File: src/rtl/epoch_seconds_to_calendar_date_defines.svh
// ----------------------------------------------------------------------------
// Assertion macros for the epoch to calendar date converter
// Shared property wrappers, clocked on clk and held off during rst.
// ----------------------------------------------------------------------------
`ifndef EPOCH_SECONDS_TO_CALENDAR_DATE_DEFINES_SVH
`define EPOCH_SECONDS_TO_CALENDAR_DATE_DEFINES_SVH

// Same-cycle implication.
`define ESC_ASSERT_NOW(lbl, ante, cons) \
  lbl: assert property (@(posedge clk) disable iff (rst) (ante) |-> (cons)) \
    else $error("esc assertion failed");

// Next-cycle implication.
`define ESC_ASSERT_NEXT(lbl, ante, cons) \
  lbl: assert property (@(posedge clk) disable iff (rst) (ante) |=> (cons)) \
    else $error("esc assertion failed");

`endif

File: src/rtl/esc_pkg.sv
// ----------------------------------------------------------------------------
// esc_pkg
// Constants, queue entry type and month table for the date converter.
// ----------------------------------------------------------------------------
package esc_pkg;

  localparam int SECS_W  = 32;
  localparam int DAYS_W  = 16;
  localparam int YEAR_W  = 12;
  localparam int MONTH_W = 4;
  localparam int DAY_W   = 5;
  localparam int HOUR_W  = 5;
  localparam int MIN_W   = 6;
  localparam int SEC_W   = 6;
  localparam int OUT_W   = 40;

  localparam int TOD_W  = 17;
  localparam int MREM_W = 12;
  localparam logic [TOD_W-1:0]  SECS_PER_DAY  = 17'd86400;
  localparam logic [MREM_W-1:0] SECS_PER_HOUR = 12'd3600;
  localparam logic [SEC_W-1:0]  SECS_PER_MIN  = 6'd60;

  // Reciprocal constants: q = (x * RECIP) >> SH is exact over the full range
  // of x. Days drop the seven low zero bits of 86400 first (86400 = 675 << 7),
  // which keeps that multiply at 25 x 26 bits.
  localparam int DAY_PRE      = 7;
  localparam int DAY_RECIP_W  = 26;
  localparam int DAY_SH       = 35;
  localparam logic [DAY_RECIP_W-1:0] DAY_RECIP = 26'd50903317;   // ceil(2^35 / 675)
  localparam int HOUR_RECIP_W = 18;
  localparam int HOUR_SH      = 29;
  localparam logic [HOUR_RECIP_W-1:0] HOUR_RECIP = 18'd149131;   // ceil(2^29 / 3600)
  localparam int MIN_RECIP_W  = 13;
  localparam int MIN_SH       = 18;
  localparam logic [MIN_RECIP_W-1:0] MIN_RECIP = 13'd4370;       // ceil(2^18 / 60)

  localparam logic [YEAR_W-1:0] BASE_YEAR = 12'd1970;
  localparam logic [1:0] BASE_Y4   = 2'd2;    // 1970 mod 4
  localparam logic [6:0] BASE_Y100 = 7'd70;   // 1970 mod 100
  localparam logic [8:0] BASE_Y400 = 9'd370;  // 1970 mod 400

  typedef struct packed {
    logic [DAYS_W-1:0] days;
    logic [HOUR_W-1:0] hour;
    logic [MIN_W-1:0]  minute;
    logic [SEC_W-1:0]  second;
  } esc_entry_t;

  function automatic logic [DAY_W-1:0] month_days(input logic [MONTH_W-1:0] m,
                                                  input logic leap);
    logic [DAY_W-1:0] d;
    case (m)
      4'd2:    d = leap ? 5'd29 : 5'd28;
      4'd4:    d = 5'd30;
      4'd6:    d = 5'd30;
      4'd9:    d = 5'd30;
      4'd11:   d = 5'd30;
      default: d = 5'd31;
    endcase
    return d;
  endfunction

endpackage

File: src/rtl/esc_fifo.sv
// ----------------------------------------------------------------------------
// esc_fifo
// Two-entry queue between the splitting front end and the calendar walk.
// ----------------------------------------------------------------------------
module esc_fifo
  import esc_pkg::*;
(
  input  logic       clk,
  input  logic       rst,
  input  logic       push,
  input  esc_entry_t push_entry,
  output logic       full,
  input  logic       pop,
  output logic       empty,
  output esc_entry_t pop_entry
);

  esc_entry_t  mem [2];
  logic        wr_ptr;
  logic        rd_ptr;
  logic [1:0]  count;
  logic        do_push;
  logic        do_pop;

  assign full      = (count == 2'd2);
  assign empty     = (count == 2'd0);
  assign do_push   = push && !full;
  assign do_pop    = pop && !empty;
  assign pop_entry = mem[rd_ptr];

  always_ff @(posedge clk) begin
    if (do_push) begin
      mem[wr_ptr] <= push_entry;
    end
  end

  always_ff @(posedge clk) begin
    if (rst) begin
      wr_ptr <= 1'b0;
      rd_ptr <= 1'b0;
      count  <= 2'd0;
    end else begin
      if (do_push) begin
        wr_ptr <= ~wr_ptr;
      end
      if (do_pop) begin
        rd_ptr <= ~rd_ptr;
      end
      case ({do_push, do_pop})
        2'b10:   count <= count + 2'd1;
        2'b01:   count <= count - 2'd1;
        default: count <= count;
      endcase
    end
  end

endmodule

File: src/rtl/esc_front.sv
// ----------------------------------------------------------------------------
// esc_front
// Accepts a seconds count and splits it into days, hour, minute and second
// with constant reciprocal multiplies, one step per cycle.
// ----------------------------------------------------------------------------
module esc_front
  import esc_pkg::*;
(
  input  logic              clk,
  input  logic              rst,
  input  logic              in_valid,
  output logic              in_ready,
  input  logic [SECS_W-1:0] in_secs,
  output logic              push,
  output esc_entry_t        push_entry,
  input  logic              full
);

  localparam logic [1:0] F_IDLE = 2'd0;
  localparam logic [1:0] F_CALC = 2'd1;
  localparam logic [1:0] F_PUSH = 2'd2;

  localparam logic [2:0] C_DAYS = 3'd0;
  localparam logic [2:0] C_TOD  = 3'd1;
  localparam logic [2:0] C_HOUR = 3'd2;
  localparam logic [2:0] C_MREM = 3'd3;
  localparam logic [2:0] C_MIN  = 3'd4;
  localparam logic [2:0] C_SEC  = 3'd5;

  logic [1:0]        state;
  logic [2:0]        step;
  logic [SECS_W-1:0] secs;
  logic [TOD_W-1:0]  tod;
  logic [MREM_W-1:0] mrem;
  esc_entry_t        entry;

  logic [SECS_W-DAY_PRE+DAY_RECIP_W-1:0] day_prod;
  logic [DAYS_W+TOD_W-1:0]               day_secs;
  logic [TOD_W+HOUR_RECIP_W-1:0]         hour_prod;
  logic [HOUR_W+MREM_W-1:0]              hour_secs;
  logic [MREM_W+MIN_RECIP_W-1:0]         min_prod;
  logic [MIN_W+SEC_W-1:0]                min_secs;

  assign in_ready   = (state == F_IDLE);
  assign push       = (state == F_PUSH);
  assign push_entry = entry;

  assign day_prod  = secs[SECS_W-1:DAY_PRE] * DAY_RECIP;
  assign day_secs  = entry.days * SECS_PER_DAY;
  assign hour_prod = tod * HOUR_RECIP;
  assign hour_secs = entry.hour * SECS_PER_HOUR;
  assign min_prod  = mrem * MIN_RECIP;
  assign min_secs  = entry.minute * SECS_PER_MIN;

  // each remainder is below its divisor, so only its low bits are kept
  always_ff @(posedge clk) begin
    if (in_valid && in_ready) begin
      secs <= in_secs;
    end else if (state == F_CALC) begin
      case (step)
        C_DAYS:  entry.days   <= day_prod[DAY_SH+DAYS_W-1:DAY_SH];
        C_TOD:   tod          <= secs[TOD_W-1:0] - day_secs[TOD_W-1:0];
        C_HOUR:  entry.hour   <= hour_prod[HOUR_SH+HOUR_W-1:HOUR_SH];
        C_MREM:  mrem         <= tod[MREM_W-1:0] - hour_secs[MREM_W-1:0];
        C_MIN:   entry.minute <= min_prod[MIN_SH+MIN_W-1:MIN_SH];
        default: entry.second <= mrem[SEC_W-1:0] - min_secs[SEC_W-1:0];
      endcase
    end
  end

  always_ff @(posedge clk) begin
    if (rst) begin
      state <= F_IDLE;
      step  <= C_DAYS;
    end else begin
      case (state)
        F_IDLE: begin
          if (in_valid) begin
            state <= F_CALC;
            step  <= C_DAYS;
          end
        end
        F_CALC: begin
          if (step == C_SEC) begin
            state <= F_PUSH;
          end else begin
            step <= step + 3'd1;
          end
        end
        F_PUSH: begin
          if (!full) begin
            state <= F_IDLE;
          end
        end
        default: state <= F_IDLE;
      endcase
    end
  end

endmodule

File: src/rtl/esc_back.sv
// ----------------------------------------------------------------------------
// esc_back
// Walks whole years from 1970 and then whole months off the day count,
// and holds the finished date and time in the output register.
// ----------------------------------------------------------------------------
`include "epoch_seconds_to_calendar_date_defines.svh"

module esc_back
  import esc_pkg::*;
(
  input  logic             clk,
  input  logic             rst,
  input  logic             empty,
  input  esc_entry_t       pop_entry,
  output logic             pop,
  output logic             out_valid,
  input  logic             out_ready,
  output logic [OUT_W-1:0] out_data
);

  localparam logic [1:0] B_IDLE  = 2'd0;
  localparam logic [1:0] B_YEAR  = 2'd1;
  localparam logic [1:0] B_MONTH = 2'd2;

  logic [1:0]         state;
  logic [DAYS_W-1:0]  days;
  logic [YEAR_W-1:0]  year;
  logic [MONTH_W-1:0] mon;
  logic [1:0]         y4;
  logic [6:0]         y100;
  logic [8:0]         y400;
  logic [HOUR_W-1:0]  hour;
  logic [MIN_W-1:0]   minute;
  logic [SEC_W-1:0]   second;

  logic [YEAR_W-1:0]  o_year;
  logic [MONTH_W-1:0] o_month;
  logic [DAY_W-1:0]   o_day;
  logic [HOUR_W-1:0]  o_hour;
  logic [MIN_W-1:0]   o_minute;
  logic [SEC_W-1:0]   o_second;

  logic               leap;
  logic [8:0]         ylen;
  logic [DAY_W-1:0]   dim;
  logic               slot_free;
  logic               month_hit;
  logic               load_out;

  assign leap      = (y400 == 9'd0) || ((y4 == 2'd0) && (y100 != 7'd0));
  assign ylen      = leap ? 9'd366 : 9'd365;
  assign dim       = month_days(mon, leap);
  assign slot_free = !out_valid || out_ready;
  assign month_hit = (days < {{(DAYS_W-DAY_W){1'b0}}, dim});
  assign load_out  = (state == B_MONTH) && month_hit && slot_free;
  assign pop       = (state == B_IDLE) && !empty;

  assign out_data = {2'b00, o_second, o_minute, o_hour, o_day, o_month, o_year};

  always_ff @(posedge clk) begin
    case (state)
      B_IDLE: begin
        if (!empty) begin
          days   <= pop_entry.days;
          hour   <= pop_entry.hour;
          minute <= pop_entry.minute;
          second <= pop_entry.second;
          year   <= BASE_YEAR;
          y4     <= BASE_Y4;
          y100   <= BASE_Y100;
          y400   <= BASE_Y400;
          mon    <= 4'd1;
        end
      end
      B_YEAR: begin
        if (days >= {{(DAYS_W-9){1'b0}}, ylen}) begin
          days <= days - {{(DAYS_W-9){1'b0}}, ylen};
          year <= year + 12'd1;
          y4   <= y4 + 2'd1;
          y100 <= (y100 == 7'd99) ? 7'd0 : y100 + 7'd1;
          y400 <= (y400 == 9'd399) ? 9'd0 : y400 + 9'd1;
        end
      end
      B_MONTH: begin
        if (!month_hit) begin
          days <= days - {{(DAYS_W-DAY_W){1'b0}}, dim};
          mon  <= mon + 4'd1;
        end
      end
      default: begin
      end
    endcase
  end

  always_ff @(posedge clk) begin
    if (load_out) begin
      o_year   <= year;
      o_month  <= mon;
      o_day    <= days[DAY_W-1:0] + 5'd1;
      o_hour   <= hour;
      o_minute <= minute;
      o_second <= second;
    end
  end

  always_ff @(posedge clk) begin
    if (rst) begin
      state     <= B_IDLE;
      out_valid <= 1'b0;
    end else begin
      if (load_out) begin
        out_valid <= 1'b1;
      end else if (out_ready) begin
        out_valid <= 1'b0;
      end
      case (state)
        B_IDLE: begin
          if (!empty) begin
            state <= B_YEAR;
          end
        end
        B_YEAR: begin
          if (days < {{(DAYS_W-9){1'b0}}, ylen}) begin
            state <= B_MONTH;
          end
        end
        B_MONTH: begin
          // hold the finished walk until the output register frees up
          if (load_out) begin
            state <= B_IDLE;
          end
        end
        default: state <= B_IDLE;
      endcase
    end
  end

  `ESC_ASSERT_NOW(a_month_range, state == B_MONTH, mon >= 4'd1 && mon <= 4'd12)
  `ESC_ASSERT_NOW(a_month_days_left, state == B_MONTH, days < 16'd366)
  `ESC_ASSERT_NOW(a_year_range, state == B_YEAR, year >= 12'd1970 && year <= 12'd2106)
  `ESC_ASSERT_NEXT(a_load_shows, load_out, out_valid && o_day != 5'd0)

endmodule

File: src/rtl/epoch_seconds_to_calendar_date.sv
// ----------------------------------------------------------------------------
// epoch_seconds_to_calendar_date
// Converts an unsigned seconds count since 1970-01-01 00:00:00 into the
// Gregorian year, month, day and the hour, minute and second of the day.
//
// Input stream s_axis carries one 32-bit count per request; output stream
// m_axis returns exactly one date per request, in order.
// The front end splits the count with constant reciprocal multiplies, one
// step per cycle (days, time of day, hour, minute remainder, minute, second),
// and takes the next request only once it has written the queue entry.
// The back end walks one year per cycle from 1970, then one month per
// cycle, and pops the next entry only after loading the output register;
// the year walk sets the sustained rate. The wait for a result grows with
// the year and month of its date.
// A two-entry queue between the two lets the front split the next request
// while the back walks the current one.
// When m_axis_tready is low the result holds in the output register, the
// back end stalls once it has the next date, and the queue then fills up
// and drops s_axis_tready. rst clears all control state; no pass follows.
// ----------------------------------------------------------------------------
module epoch_seconds_to_calendar_date
  import esc_pkg::*;
(
  input  logic              clk,
  input  logic              rst,
  input  logic              s_axis_tvalid,
  output logic              s_axis_tready,
  input  logic [SECS_W-1:0] s_axis_tdata,  // [31:0] epoch_seconds
  output logic              m_axis_tvalid,
  input  logic              m_axis_tready,
  // [11:0] year, [15:12] month, [20:16] day, [25:21] hour,
  // [31:26] minute, [37:32] second, [39:38] zero
  output logic [OUT_W-1:0]  m_axis_tdata
);

  logic       push;
  esc_entry_t push_entry;
  logic       full;
  logic       pop;
  logic       empty;
  esc_entry_t pop_entry;

  esc_front u_front (
    .clk        (clk),
    .rst        (rst),
    .in_valid   (s_axis_tvalid),
    .in_ready   (s_axis_tready),
    .in_secs    (s_axis_tdata),
    .push       (push),
    .push_entry (push_entry),
    .full       (full)
  );

  esc_fifo u_fifo (
    .clk        (clk),
    .rst        (rst),
    .push       (push),
    .push_entry (push_entry),
    .full       (full),
    .pop        (pop),
    .empty      (empty),
    .pop_entry  (pop_entry)
  );

  esc_back u_back (
    .clk       (clk),
    .rst       (rst),
    .empty     (empty),
    .pop_entry (pop_entry),
    .pop       (pop),
    .out_valid (m_axis_tvalid),
    .out_ready (m_axis_tready),
    .out_data  (m_axis_tdata)
  );

endmodule

File: config.mk
export PLATFORM = sky130hd
export DESIGN_NAME = epoch_seconds_to_calendar_date
export DESIGN_NICKNAME = d
export VERILOG_FILES = /design/src/rtl/esc_pkg.sv /design/src/rtl/esc_fifo.sv /design/src/rtl/esc_front.sv /design/src/rtl/esc_back.sv /design/src/rtl/epoch_seconds_to_calendar_date.sv
export VERILOG_INCLUDE_DIRS = /design/src /design/src/rtl
export SDC_FILE = /design/constraint.sdc
export NUM_CORES = 1
export LEC_CHECK = 0
export BUFFER_PORTS_ARGS = -buffer_cell sky130_fd_sc_hd__buf_2
export CAP_MARGIN = 20
export CORE_ASPECT_RATIO = 1.75
export CORE_MARGIN = 2
export CORE_UTILIZATION = 55
export CTS_CLUSTER_SIZE = 16
export DETAILED_ROUTE_END_ITERATION = 12
export GPL_TIMING_DRIVEN = 0
export PLACE_DENSITY = 0.72
export SYNTH_ARGS = -nofsm -noshare
export SYNTH_HDL_FRONTEND = slang
export SYNTH_SLANG_ARGS = --single-unit
export TNS_END_PERCENT = 1
File: constraint.sdc
create_clock -name clk -period 10.2 [get_ports clk]
set_input_delay 3.06 -clock clk [delete_from_list [all_inputs] [get_ports clk]]
set_output_delay 3.06 -clock clk [all_outputs]
set_load 0.02 [all_outputs]
==> results.sh <==
export IMPL_cts_hold_buf=0
export IMPL_syn_cell_area_um2=27340
export IMPL_worstMarginPinSlew_ns=1.078
export IMPL_h_tree_depth=1
export IMPL_clock_sinks=278
export IMPL_dr_first_iter_drc_count=784
export IMPL_port_buffers=75
export IMPL_fin_nets=3392
export IMPL_drt_pass1_iter_count=7
export IMPL_syn_inst=2410
export IMPL_ant_nets=0
export IMPL_clk_path_buf_depth=3
export IMPL_postCtsResizedCells=0
export IMPL_grt_max_degree=31
export IMPL_grtUsageTotal=0.2360
export IMPL_antenna_found_initial=0
export IMPL_avgViaCountPerCell=5.463
export IMPL_max_freq_mhz=129.6
export IMPL_hold_class="flip-flop to flip-flop"
export IMPL_coreArea_um2=49320
export IMPL_cp_arrival_ns=8.06
export IMPL_setup_viol=0
export IMPL_drive_above_1_share=0.06380
export IMPL_yosysUniqueCellTypes=74
export IMPL_outcome="completed"
export IMPL_fin_worst_skew_ns=0.01298
export IMPL_synthArstFlopShare=0
export IMPL_path_class="flip-flop to flip-flop"
export IMPL_final_common_cell="ha_1"
export IMPL_synth_seq_cells=278
export IMPL_finalHoldViolCount=0
export IMPL_finalMaxSlewViolations=0
export IMPL_clk_latency_ns=0.54
export IMPL_drv_cap=0
export IMPL_syn_area_per_cell_um2=11.34
export IMPL_num_vias=17480
export IMPL_grt_first_pass_wirelength_um=95940
export IMPL_period_share=0.7562
export IMPL_syn_to_final_growth_pct=8.101
export IMPL_synth_compound_area_frac=0.06641
export IMPL_cts_inserted_buffers=27
export IMPL_worstSetupStartpointType="flip-flop"
export IMPL_synth_top_family_by_area="adder cells"
export IMPL_ys_seq_area_frac=0.3006
export IMPL_drc=0
export IMPL_synthAdderAreaFrac=0.4551
export IMPL_cp_end_kind="flip-flop"
export IMPL_post_cts_buffers=0
export IMPL_synth_edff_count=265
export IMPL_max_slew_margin_rel=0.2713
export IMPL_grt_ovfl_total=0
export IMPL_place_ws_ns=2.532
export IMPL_finalWorstSetupSlack_ns=2.487
export IMPL_holdWs_ns=0.4203
export IMPL_path_max_fanout=8
export IMPL_fillerInstances=3959
export IMPL_ys_warn_count=0
export IMPL_io_pins=78
export IMPL_clockRootBuffer="clkbuf_16"
export IMPL_cts_tree="yes"
export IMPL_synthSimpleGateAreaFrac=0.05625
export IMPL_setup_tns_ns=0
export IMPL_first_global_vias=19510
export IMPL_fp_dieW_um=172.5
export IMPL_rsz0062_at_grt="no"
export IMPL_fp_row_count=108
export IMPL_gp_congestion=0.9367
export IMPL_hpwlAfterDp_um=50020
export IMPL_synth_area_mux_share=0.009200
export IMPL_clk_pin_slew_ns=0.07
export IMPL_cp_required_ns=10.54
export IMPL_routed_wl_um=59290
export IMPL_wl_per_cell_um=18.54
export IMPL_die_h_um=298.9
export IMPL_n_antenna_cell=0
export IMPL_mostFrequentLayoutCells="ha_1 (572), inv_1 (558), edfxtp_1 (265), fa_1 (264), a21oi_1 (85)"
export IMPL_period_needed_ns=7.713
export IMPL_synthFlopType="edfxtp_1"
export IMPL_start_util=0.5543
export IMPL_die_area_um2=51570
export IMPL_synth_xor_area_share=0.03204
Yosys cell counts (all sizes together) (18+ instances only):
master | number | area, µm²
edfxtp | 265 | 7958
nand2b | 18 | 112.6
ha | 572 | 7157
nand3 | 37 | 185.2
nor2 | 79 | 296.5
nor2b | 24 | 150.1
inv | 558 | 2095
a21o | 33 | 247.7
a21oi | 86 | 441.7
nand2 | 72 | 272.8
nor3 | 21 | 105.1
xor2 | 32 | 280.3
fa | 264 | 5285
xnor2 | 68 | 595.6
o21ai | 61 | 305.3
layer usage:
layer  track usage  up-vias  wire (µm)
li1              -     8274          -
met1        0.2225     8580      19630
met2        0.4738      406      33540
met3       0.02494      217       1739
met4        0.1516        0       4385
met5             0        -          0
logic make-up after synthesis:
| kind of cell | Yosys count |
|---|---|
| flip-flops | 278 |
| AND/OR/NAND/NOR | 308 |
| adder cells (fa/ha/maj) | 836 |
| AO/OA/AOI/OAI | 284 |
| XOR/XNOR | 100 |
| other | 1 |
| multiplexers | 23 |
| buffers and inverters | 580 |
flip-flops by register name (all words and copies together), names as in the netlist, 3 cells and up, named ones only:
register	flops
u_back.second	6
u_back.y100	7
u_back.o_hour	5
u_front.mrem	12
u_front.step	3
u_back.minute	6
u_back.o_year	12
u_back.o_day	5
u_back.year	12
u_back.hour	5
u_front.secs	32
u_back.o_month	4
u_front.push_entry	33
u_front.tod	17
u_fifo.mem	66
u_back.days	16
u_back.y400	9
u_back.mon	4
u_back.o_second	6
u_back.o_minute	6
worst max-delay path: stages, from the launching register on:
cell and delay, ns:
edfxtp_1 0.81, ha_1 0.36, fa_1 0.45, inv_1 0.08, fa_1 0.45, fa_1 0.55
inv_1 0.06, fa_1 0.53, inv_1 0.08, fa_1 0.57, inv_1 0.07, fa_1 0.49
ha_1 0.39, a41oi_1 0.17, o21ai_0 0.15, a21oi_1 0.38, o31ai_1 0.17, a311oi_1 0.73
o211a_1 0.35, a211oi_1 0.13, or4_1 0.42, o311ai_1 0.11
per-stage QoR:
| stage | instance area [µm²] | utilization | std cells |
|---|---|---|---|
| floorplan | 27340 | - | 2411 |
| global placement | 28540 | 0.5787 | 3146 |
| detailed placement | 28690 | 0.5816 | 3151 |
| CTS | 29550 | 0.5992 | 3199 |
| global route | 29550 | 0.5992 | 3199 |
| finish | 29550 | 0.5992 | 3199 |
worst paths after layout:
| path | start | slack [ns] | endpoint | cells after the start |
|---|---|---|---|---|
| setup / recovery | u_front.secs[23] | 2.49 | u_front.push_entry[26] | 21 |
| hold / removal | u_front.secs[3] | 0.42 | u_front.tod[3] | 0 |
| setup reg to reg | u_front.secs[23] | 2.49 | u_front.push_entry[26] | 21 |
| hold reg to reg | u_front.secs[3] | 0.42 | u_front.tod[3] | 0 |
cell type report:
class                      instances  area, µm²  share of cell area
clock inverter                    17      176.4            0.005970
timing repair buffer              80      489.2             0.01655
inverter                         559       2098             0.07100
tap                              660      825.8             0.02794
multi-input combinational       1553      16960              0.5739
buffer                            21      95.09            0.003218
sequential                       278       8218              0.2781
clock buffer                      31      690.7             0.02337
Power is left out: the tool's default activity adds up to more than one toggle a clock period on the data nets, which glitch-free logic cannot reach.
